`src/rtl/oms_pkg.sv`:
```
// Package with the mode, event and configuration codes of the operating-mode supervisor.
`default_nettype none
package oms_pkg;

	localparam int unsigned MODE_W   = 3;
	localparam int unsigned EVENT_W  = 4;
	localparam int unsigned SRC_W    = 8;
	localparam int unsigned CFG_IDX_W = 1;
	localparam int unsigned CFG_DATA_W = 8;

	// Mode codes.
	localparam logic [MODE_W-1:0] M_INIT    = 3'd0;
	localparam logic [MODE_W-1:0] M_IDLE    = 3'd1;
	localparam logic [MODE_W-1:0] M_MANUAL  = 3'd2;
	localparam logic [MODE_W-1:0] M_AUTO    = 3'd3;
	localparam logic [MODE_W-1:0] M_PAUSED  = 3'd4;
	localparam logic [MODE_W-1:0] M_FAULT   = 3'd5;
	localparam logic [MODE_W-1:0] M_TESTING = 3'd6;

	// Event codes.
	localparam logic [EVENT_W-1:0] EV_ERROR   = 4'd0;
	localparam logic [EVENT_W-1:0] EV_READY   = 4'd1;
	localparam logic [EVENT_W-1:0] EV_START   = 4'd2;
	localparam logic [EVENT_W-1:0] EV_STOP    = 4'd3;
	localparam logic [EVENT_W-1:0] EV_AUTO    = 4'd4;
	localparam logic [EVENT_W-1:0] EV_MANUAL  = 4'd5;
	localparam logic [EVENT_W-1:0] EV_TESTING = 4'd6;
	localparam logic [EVENT_W-1:0] EV_PAUSE   = 4'd7;
	localparam logic [EVENT_W-1:0] EV_RESUME  = 4'd8;
	localparam logic [EVENT_W-1:0] EV_RESET   = 4'd9;

	// Configuration register indexes.
	localparam logic [CFG_IDX_W-1:0] CFG_PHYSICAL_ID = 1'd0;
	localparam logic [CFG_IDX_W-1:0] CFG_EXTERNAL_ID = 1'd1;

	localparam logic [SRC_W-1:0] PHYSICAL_ID_RST = 8'd1;
	localparam logic [SRC_W-1:0] EXTERNAL_ID_RST = 8'd2;

endpackage
`default_nettype wire

```
`src/rtl/operating_mode_supervisor.sv`:
```
// Operating-mode supervisor: source filter, mode transition table and result register.
//
//   channel  direction  handshake             payload
//   in       input      in_valid / in_stall   event_code, source_id, autonomy_enabled
//   out      output     out_valid / out_stall mode, event_accepted, mode_changed,
//                                             resume_refused, invalid_mode_fault
//   cfg      input      cfg_we                cfg_index, cfg_data
//
// An event is captured in the input register, resolved against the mode register and lands
// in the result register, one event per cycle while the result register is not stalled.
// The mode register is updated in the same cycle the event is resolved, so the following
// event sees it. After reset the mode is init and the source ids are 1 and 2.
// The input stalls only while an event is held and the result register is full and stalled.
`default_nettype none
module operating_mode_supervisor (
	input  wire logic                           clk,
	input  wire logic                           arst_n,
	input  wire logic                           in_valid,
	output logic                                in_stall,
	input  wire logic [oms_pkg::EVENT_W-1:0]    event_code,
	input  wire logic [oms_pkg::SRC_W-1:0]      source_id,
	input  wire logic                           autonomy_enabled,
	output logic                                out_valid,
	input  wire logic                           out_stall,
	output logic [oms_pkg::MODE_W-1:0]          mode,
	output logic                                event_accepted,
	output logic                                mode_changed,
	output logic                                resume_refused,
	output logic                                invalid_mode_fault,
	input  wire logic                           cfg_we,
	input  wire logic [oms_pkg::CFG_IDX_W-1:0]  cfg_index,
	input  wire logic [oms_pkg::CFG_DATA_W-1:0] cfg_data
);
	import oms_pkg::*;

	logic [SRC_W-1:0]   physical_id_q;
	logic [SRC_W-1:0]   external_id_q;
	logic [MODE_W-1:0]  cur_mode_q;
	logic [MODE_W-1:0]  before_pause_q;
	logic [SRC_W-1:0]   pause_auth_q;

	logic               valid_s1;
	logic [EVENT_W-1:0] event_s1;
	logic [SRC_W-1:0]   src_s1;
	logic               auto_en_s1;

	logic               valid_s2;
	logic [MODE_W-1:0]  mode_s2;
	logic               accepted_s2;
	logic               changed_s2;
	logic               refused_s2;
	logic               invalid_s2;

	logic               advance;
	logic               accepted;
	logic               refused;
	logic               invalid;
	logic               take_pause;
	logic [MODE_W-1:0]  next_mode;

	assign advance  = valid_s1 && !(valid_s2 && out_stall);
	assign in_stall = valid_s1 && valid_s2 && out_stall;

	always_ff @(posedge clk or negedge arst_n) begin
		if (!arst_n) begin
			physical_id_q <= PHYSICAL_ID_RST;
			external_id_q <= EXTERNAL_ID_RST;
		end else if (cfg_we) begin
			unique case (cfg_index)
				CFG_PHYSICAL_ID: physical_id_q <= cfg_data;
				CFG_EXTERNAL_ID: external_id_q <= cfg_data;
				default: ;
			endcase
		end
	end

	always_comb begin
		accepted = 1'b1;
		if (src_s1 == physical_id_q && cur_mode_q == M_AUTO)
			accepted = 1'b0;
		if (src_s1 == external_id_q && (!auto_en_s1 || cur_mode_q == M_MANUAL))
			accepted = 1'b0;
	end

	// Transition table; filtered events leave everything as it is.
	always_comb begin
		next_mode  = cur_mode_q;
		refused    = 1'b0;
		invalid    = 1'b0;
		take_pause = 1'b0;
		if (accepted) begin
			unique case (cur_mode_q)
				M_INIT: begin
					if (event_s1 == EV_ERROR)
						next_mode = M_FAULT;
					else if (event_s1 == EV_READY)
						next_mode = M_IDLE;
				end
				M_IDLE: begin
					if (event_s1 == EV_ERROR)
						next_mode = M_FAULT;
					else if (event_s1 == EV_START)
						next_mode = (src_s1 == external_id_q) ? M_AUTO : M_MANUAL;
				end
				M_MANUAL, M_AUTO: begin
					if (event_s1 == EV_STOP)
						next_mode = M_IDLE;
					else if (cur_mode_q == M_MANUAL && event_s1 == EV_AUTO)
						next_mode = M_AUTO;
					else if (cur_mode_q == M_AUTO && event_s1 == EV_MANUAL)
						next_mode = M_MANUAL;
					else if (event_s1 == EV_TESTING)
						next_mode = M_TESTING;
					else if (event_s1 == EV_ERROR)
						next_mode = M_FAULT;
					else if (event_s1 == EV_PAUSE) begin
						next_mode  = M_PAUSED;
						take_pause = 1'b1;
					end
				end
				M_PAUSED: begin
					if (event_s1 == EV_STOP)
						next_mode = M_IDLE;
					else if (event_s1 == EV_ERROR)
						next_mode = M_FAULT;
					else if (event_s1 == EV_RESUME) begin
						if (src_s1 >= pause_auth_q)
							next_mode = before_pause_q;
						else
							refused = 1'b1;
					end
				end
				M_TESTING: begin
					if (event_s1 == EV_STOP)
						next_mode = M_IDLE;
					else if (event_s1 == EV_ERROR)
						next_mode = M_FAULT;
				end
				M_FAULT: begin
					if (event_s1 == EV_RESET)
						next_mode = M_INIT;
				end
				default: begin
					next_mode = M_FAULT;
					invalid   = 1'b1;
				end
			endcase
		end
	end

	always_ff @(posedge clk or negedge arst_n) begin
		if (!arst_n) begin
			cur_mode_q     <= M_INIT;
			before_pause_q <= M_INIT;
			pause_auth_q   <= '0;
		end else if (advance) begin
			cur_mode_q <= next_mode;
			if (take_pause) begin
				before_pause_q <= cur_mode_q;
				pause_auth_q   <= src_s1;
			end
		end
	end

	always_ff @(posedge clk or negedge arst_n) begin
		if (!arst_n) begin
			valid_s1 <= 1'b0;
		end else if (!in_stall) begin
			valid_s1 <= in_valid;
		end
	end

	always_ff @(posedge clk) begin
		if (in_valid && !in_stall) begin
			event_s1   <= event_code;
			src_s1     <= source_id;
			auto_en_s1 <= autonomy_enabled;
		end
	end

	always_ff @(posedge clk or negedge arst_n) begin
		if (!arst_n) begin
			valid_s2 <= 1'b0;
		end else if (!(valid_s2 && out_stall)) begin
			valid_s2 <= valid_s1;
		end
	end

	always_ff @(posedge clk) begin
		if (advance) begin
			mode_s2     <= next_mode;
			accepted_s2 <= accepted;
			changed_s2  <= (next_mode != cur_mode_q);
			refused_s2  <= refused;
			invalid_s2  <= invalid;
		end
	end

	assign out_valid          = valid_s2;
	assign mode               = mode_s2;
	assign event_accepted     = accepted_s2;
	assign mode_changed       = changed_s2;
	assign resume_refused     = refused_s2;
	assign invalid_mode_fault = invalid_s2;

endmodule
`default_nettype wire

```
`config.mk`:
```
export PLATFORM = sky130hd
export DESIGN_NAME = operating_mode_supervisor
export DESIGN_NICKNAME = d
export VERILOG_FILES = /design/src/rtl/oms_pkg.sv /design/src/rtl/operating_mode_supervisor.sv
export SDC_FILE = /design/constraint.sdc
export NUM_CORES = 1
export LEC_CHECK = 0
export BUFFER_PORTS_ARGS = -buffer_cell sky130_fd_sc_hd__buf_2
export CAP_MARGIN = 5
export CORE_UTILIZATION = 45
export DETAILED_ROUTE_END_ITERATION = 8
export GPL_TIMING_DRIVEN = 0
export HOLD_SLACK_MARGIN = 0.02
export PLACE_DENSITY_LB_ADDON = 0.3
export SLEW_MARGIN = 20
export SYNTH_ARGS = -nofsm -noshare
export SYNTH_HDL_FRONTEND = slang
export SYNTH_SLANG_ARGS = --single-unit
export TNS_END_PERCENT = 50
```
`constraint.sdc`:
```
create_clock -name clk -period 2.35 [get_ports clk]
set_input_delay 0.47 -clock clk [delete_from_list [all_inputs] [get_ports clk]]
set_output_delay 0.47 -clock clk [all_outputs]
set_load 0.02 [all_outputs]
```
==> results summary <==
Averaged over all synthesized cells, the footprint is 11.20 sq um. After detailed routing, the number of vias per cell comes to between 5 and 6. The worst setup path is captured at a register. The final core area utilization came out at 59.59%. The H-tree depth came out at 2.

The DRC violation total after the first TritonRoute iteration is around 190. The portion of netlist area occupied by mux cells is 10.85%. The number of hold-slack violations in the final timing report came to 0. The starting utilization of the core area came out at 47.64%. The post-synthesis net count came out at 275. The minimum setup slack after placement is -0.3195 ns. The residual DRC count came out at 0. Walking the worst path, the cells encountered are buf_6, xnor2_4, nand4_4, nor3_2, or2_4, or4_4, nor3_4, a2bb2oi_2, o211ai_1. The placed cell area came out at 2953 sq um. The area fraction in and, or, nand and nor cells after synthesis is 15.46%. The largest voltage drop on the vdd net came out at ~0.44 mV. The number of vias in the routed layout came out at a little under 2000. The netlist area before placement came out at 2688 sq um.

The CTS buffer count came out at 5. The number of hold buffers added after CTS was 0. Ranked by total cell area, the synthesized netlist is headed by dfrtp_1 28%, edfxtp_1 22%, mux2_2 10%. The met2 layer wire length in the routed design is 2763 microns.

The min-delay analysis places its worst path in the category in2async. Of the total synthesized cell area, the portion taken by full adders, half adders and majority gates is 3.724%. The total congestion overflow after global routing came out at 0. Summing the areas of all compound-gate instances in the mapped netlist gives 8.752% of the synthesized area. In this run the static leakage power is between 1 and 1.5 nW. The aggregate global-route resource usage came out at 18.72%.

The number of antenna violations at the first check in global routing is 0. The dominant delay contributor by cell family on the critical path is simple AND/OR/NAND/NOR gates. In this run the standard cell core region covers 5642 sq um. The share of the yosys chip area belonging to registers is about 52%.

The HPWL after detailed placement came out at 3794 microns. The count of non-filler cells in the finished layout came out at roughly 370. Along the worst path, the maximum fanout reaches 4. In the layout the commonest cells are 37 x buf_2, 30 x dfrtp_1, 25 x mux2_2. The critical path class is reg2reg. The number of port buffers is 35. Summing all non-filler instances in the final layout gives an area of 3362 sq um. The last weighted congestion value of the routability-driven placer is between 0.8 and 0.9. Yosys mapped a number of flops with a built-in enable equal to 20. The smallest setup slack after layout came out at 0.006580 ns. The maximum clock frequency came out at between 0.4 and 0.5 GHz. For this run, the leading register cell type out of synthesis is dfrtp_1. The slowest stage of the critical path belongs to the cell or4_4. The fraction of synthesized cell area taken by the top area cell type is about 28%. Synthesis produced a netlist whose cell count is 240. The wire length of the first global-routing pass came out at 8811 microns. The count of antenna-violating nets left after detailed routing is 0. Entering global routing, the biggest net connects 33 pins. The clock sink count is between 50 and 60. The portion of the clock cycle consumed by the worst path in the final layout is 99.72%. The met1 wire length is 2352 microns. The XOR/XNOR share of the synthesized area is ~5.2%.

In this run the core area contains 27 standard-cell rows. Once placement completed, the tool counted placed cells totaling 347. The die covers 6285 sq um. At the worst endpoint, the required time is between 2 and 2.5 ns.

In this run the clock root is driven by a clkbuf_8. The flow ran to the end, and the final reports show no timing, DRC or antenna violations. The routed wire length is between 5000 and 6000 microns. The post-layout net count came out at 327. STA classifies the critical path startpoint as a register. The maximum count of clock buffers along a single path came out at 2. Summed over all instances, the cell type with the most area after synthesis is dfrtp_1. The number of global-route vias before repair is ~1900. Setup repair after global routing could not meet its margin everywhere. The share of async-settable or async-resettable flops after synthesis came out at 61.54%.

The count of distinct cell types in the synthesized netlist is 44. The power per unit of standard cell area came out at 800.2 nW/um^2. Counting both buffers and inverters, the worst setup path holds a total of 1. By area, the combinational part of the netlist is dominated by simple AND/OR/NAND/NOR gates. The number of iterations in the first detailed-routing pass is 4. The final hold slack came out at 0.2187 ns. Routed signal wires occupy layers up through met4. The worst-case clock skew is 0.01080 ns.

The number of antenna diodes in the final layout is 0. Data on the critical path arrives at its endpoint at 2.38 ns. The clock transition at the register clock pins on the worst setup and hold paths after CTS came out at 0.10 ns. The area growth from synthesis to final layout is 25.09%. The relative slew slack came out at 50.56%.

The clock latency reported for the late side of the worst-skew pair is between 0.3 and 0.4 ns. At the pin with the least slew margin, the transition time is 0.7415 ns. The final count of pins violating max slew was 0.

The largest incremental delay on the critical path came out at between 0.4 and 0.5 ns. The vertical die dimension is ~79 microns. The number of warning messages in the yosys log came out at 0. The reported max-cap violation count is 0. The minimum period implied by the final worst setup slack is between 2 and 2.5 ns. The synthesized flop and latch total is 52. The final setup violation count is 0.

TritonCTS built the clock tree. The die is approximately 79 microns wide. In the final layout, the share of cells above drive strength 1 is 40.61%. In this run the count of I/O pins placed on the die edge is 36. The total length of routed met3 wires is roughly 240 microns. The routed wirelength normalized by instance count came out at 14.90 microns.

Leaving out fill and tap cells, the most frequent cell in the layout is buf_2.
[routing by layer]
| layer | vias up | global-route usage, % |
|---|---|---|
| li1 | 959 | - |
| met1 | 941 | 23.45 |
| met2 | 59 | 31.81 |
| met3 | 11 | 3.908 |
| met4 | 0 | 6.727 |
| met5 | - | 0 |
[sequential cells by signal, indices dropped and copies added (netlist names)]
register and flops:
auto_en_s1 1, before_pause_q 3, cur_mode_q 3, mode 3, event_s1 4, resume_refused 1
mode_changed 1, pause_auth_q 8, external_id_q 8, out_valid 1, src_s1 8, physical_id_q 8
invalid_mode_fault 1, valid_s1 1, event_accepted 1
[cell usage after synthesis (2+ instances only)]
cell      number
and2_1         4
dfrtp_1       30
nor2_1        19
nand4_1        2
or3_1          2
xnor2_1       16
o21a_1         2
nand2b_1       6
clkbuf_1       5
a21oi_1       17
mux2_2        25
buf_2          3
nand3_1        5
dfstp_2        2
edfxtp_1      20
a31oi_1        2
nand4_2        2
o21ai_0        7
ha_1           8
o211ai_1       2
inv_1         15
nor3_1         7
nand2_1       15
nor2b_1        4
[metrics by stage]
stage / total power, W / setup TNS (ns)
3_3_place_gp: 0.001903 / -1.424
3_5_place_dp: 0.001917 / -1.390
5_1_grt: 0.002841 / -0.1312
4_1_cts: 0.002666 / -0.02133
2_1_floorplan: 0.001727 / 0
6_report: 0.002690 / 0
[cell families after synthesis]
| kind of cell | after synthesis |
|---|---|
| AO/OA/AOI/OAI | 38 |
| XOR/XNOR | 16 |
| adder cells (fa/ha/maj) | 8 |
| buffers and inverters | 24 |
| flip-flops | 52 |
| multiplexers | 26 |
| AND/OR/NAND/NOR | 76 |
[final timing paths]
kind / slack (ns) / cells past startpoint / end / startpoint
worst max-delay path: 0.007 / 9 / mode_changed / src_s1[3]
worst min-delay path: 0.22 / 1 / physical_id_q[2] / arst_n
worst max register to register: 0.007 / 9 / mode_changed / src_s1[3]
worst min register to register: 0.49 / 1 / before_pause_q[1] / before_pause_q[1]
max in group asynchronous: 1.65 / 1 / cur_mode_q[2] / arst_n
min in group clk: 0.33 / 1 / src_s1[3] / source_id[3]
[timing repair]
action,in CTS,in global routing
resized for setup,21,21
setup buffers,10,4
pin swaps,16,14
cloned,0,0
setup endpoints to repair,10,11
[area by class of cell]
type / instances / area, sq um
flip-flops and latches: 52 / 1404
clock inverters: 2 / 33.78
fillers: 482 / 2280
clock buffers: 6 / 82.58
well taps: 72 / 90.09
multi-input cells: 164 / 1371
inverters: 15 / 56.30
repair buffers: 48 / 284.0
plain buffers: 6 / 40.04
[worst reg2reg max path, delay by kind of cell, from the launching register on]
kind | cells | cell delay (ns)
AOI/OAI and AO/OA | 2 | 0.24
xor gates and xnor gates | 1 | 0.13
buffers and inverters | 1 | 0.16
DFF | 1 | 0.42
and+or+nand+nor | 5 | 1.12
[where the power goes]
group	switching (W)	internal (W)	total (W)
Clock	0.000284	0.000343	0.000627
Combinational	0.000466	0.000427	0.000893
Sequential	0.0000817	0.00109	0.00117
Note: power is estimated with default switching activity, not from simulation.
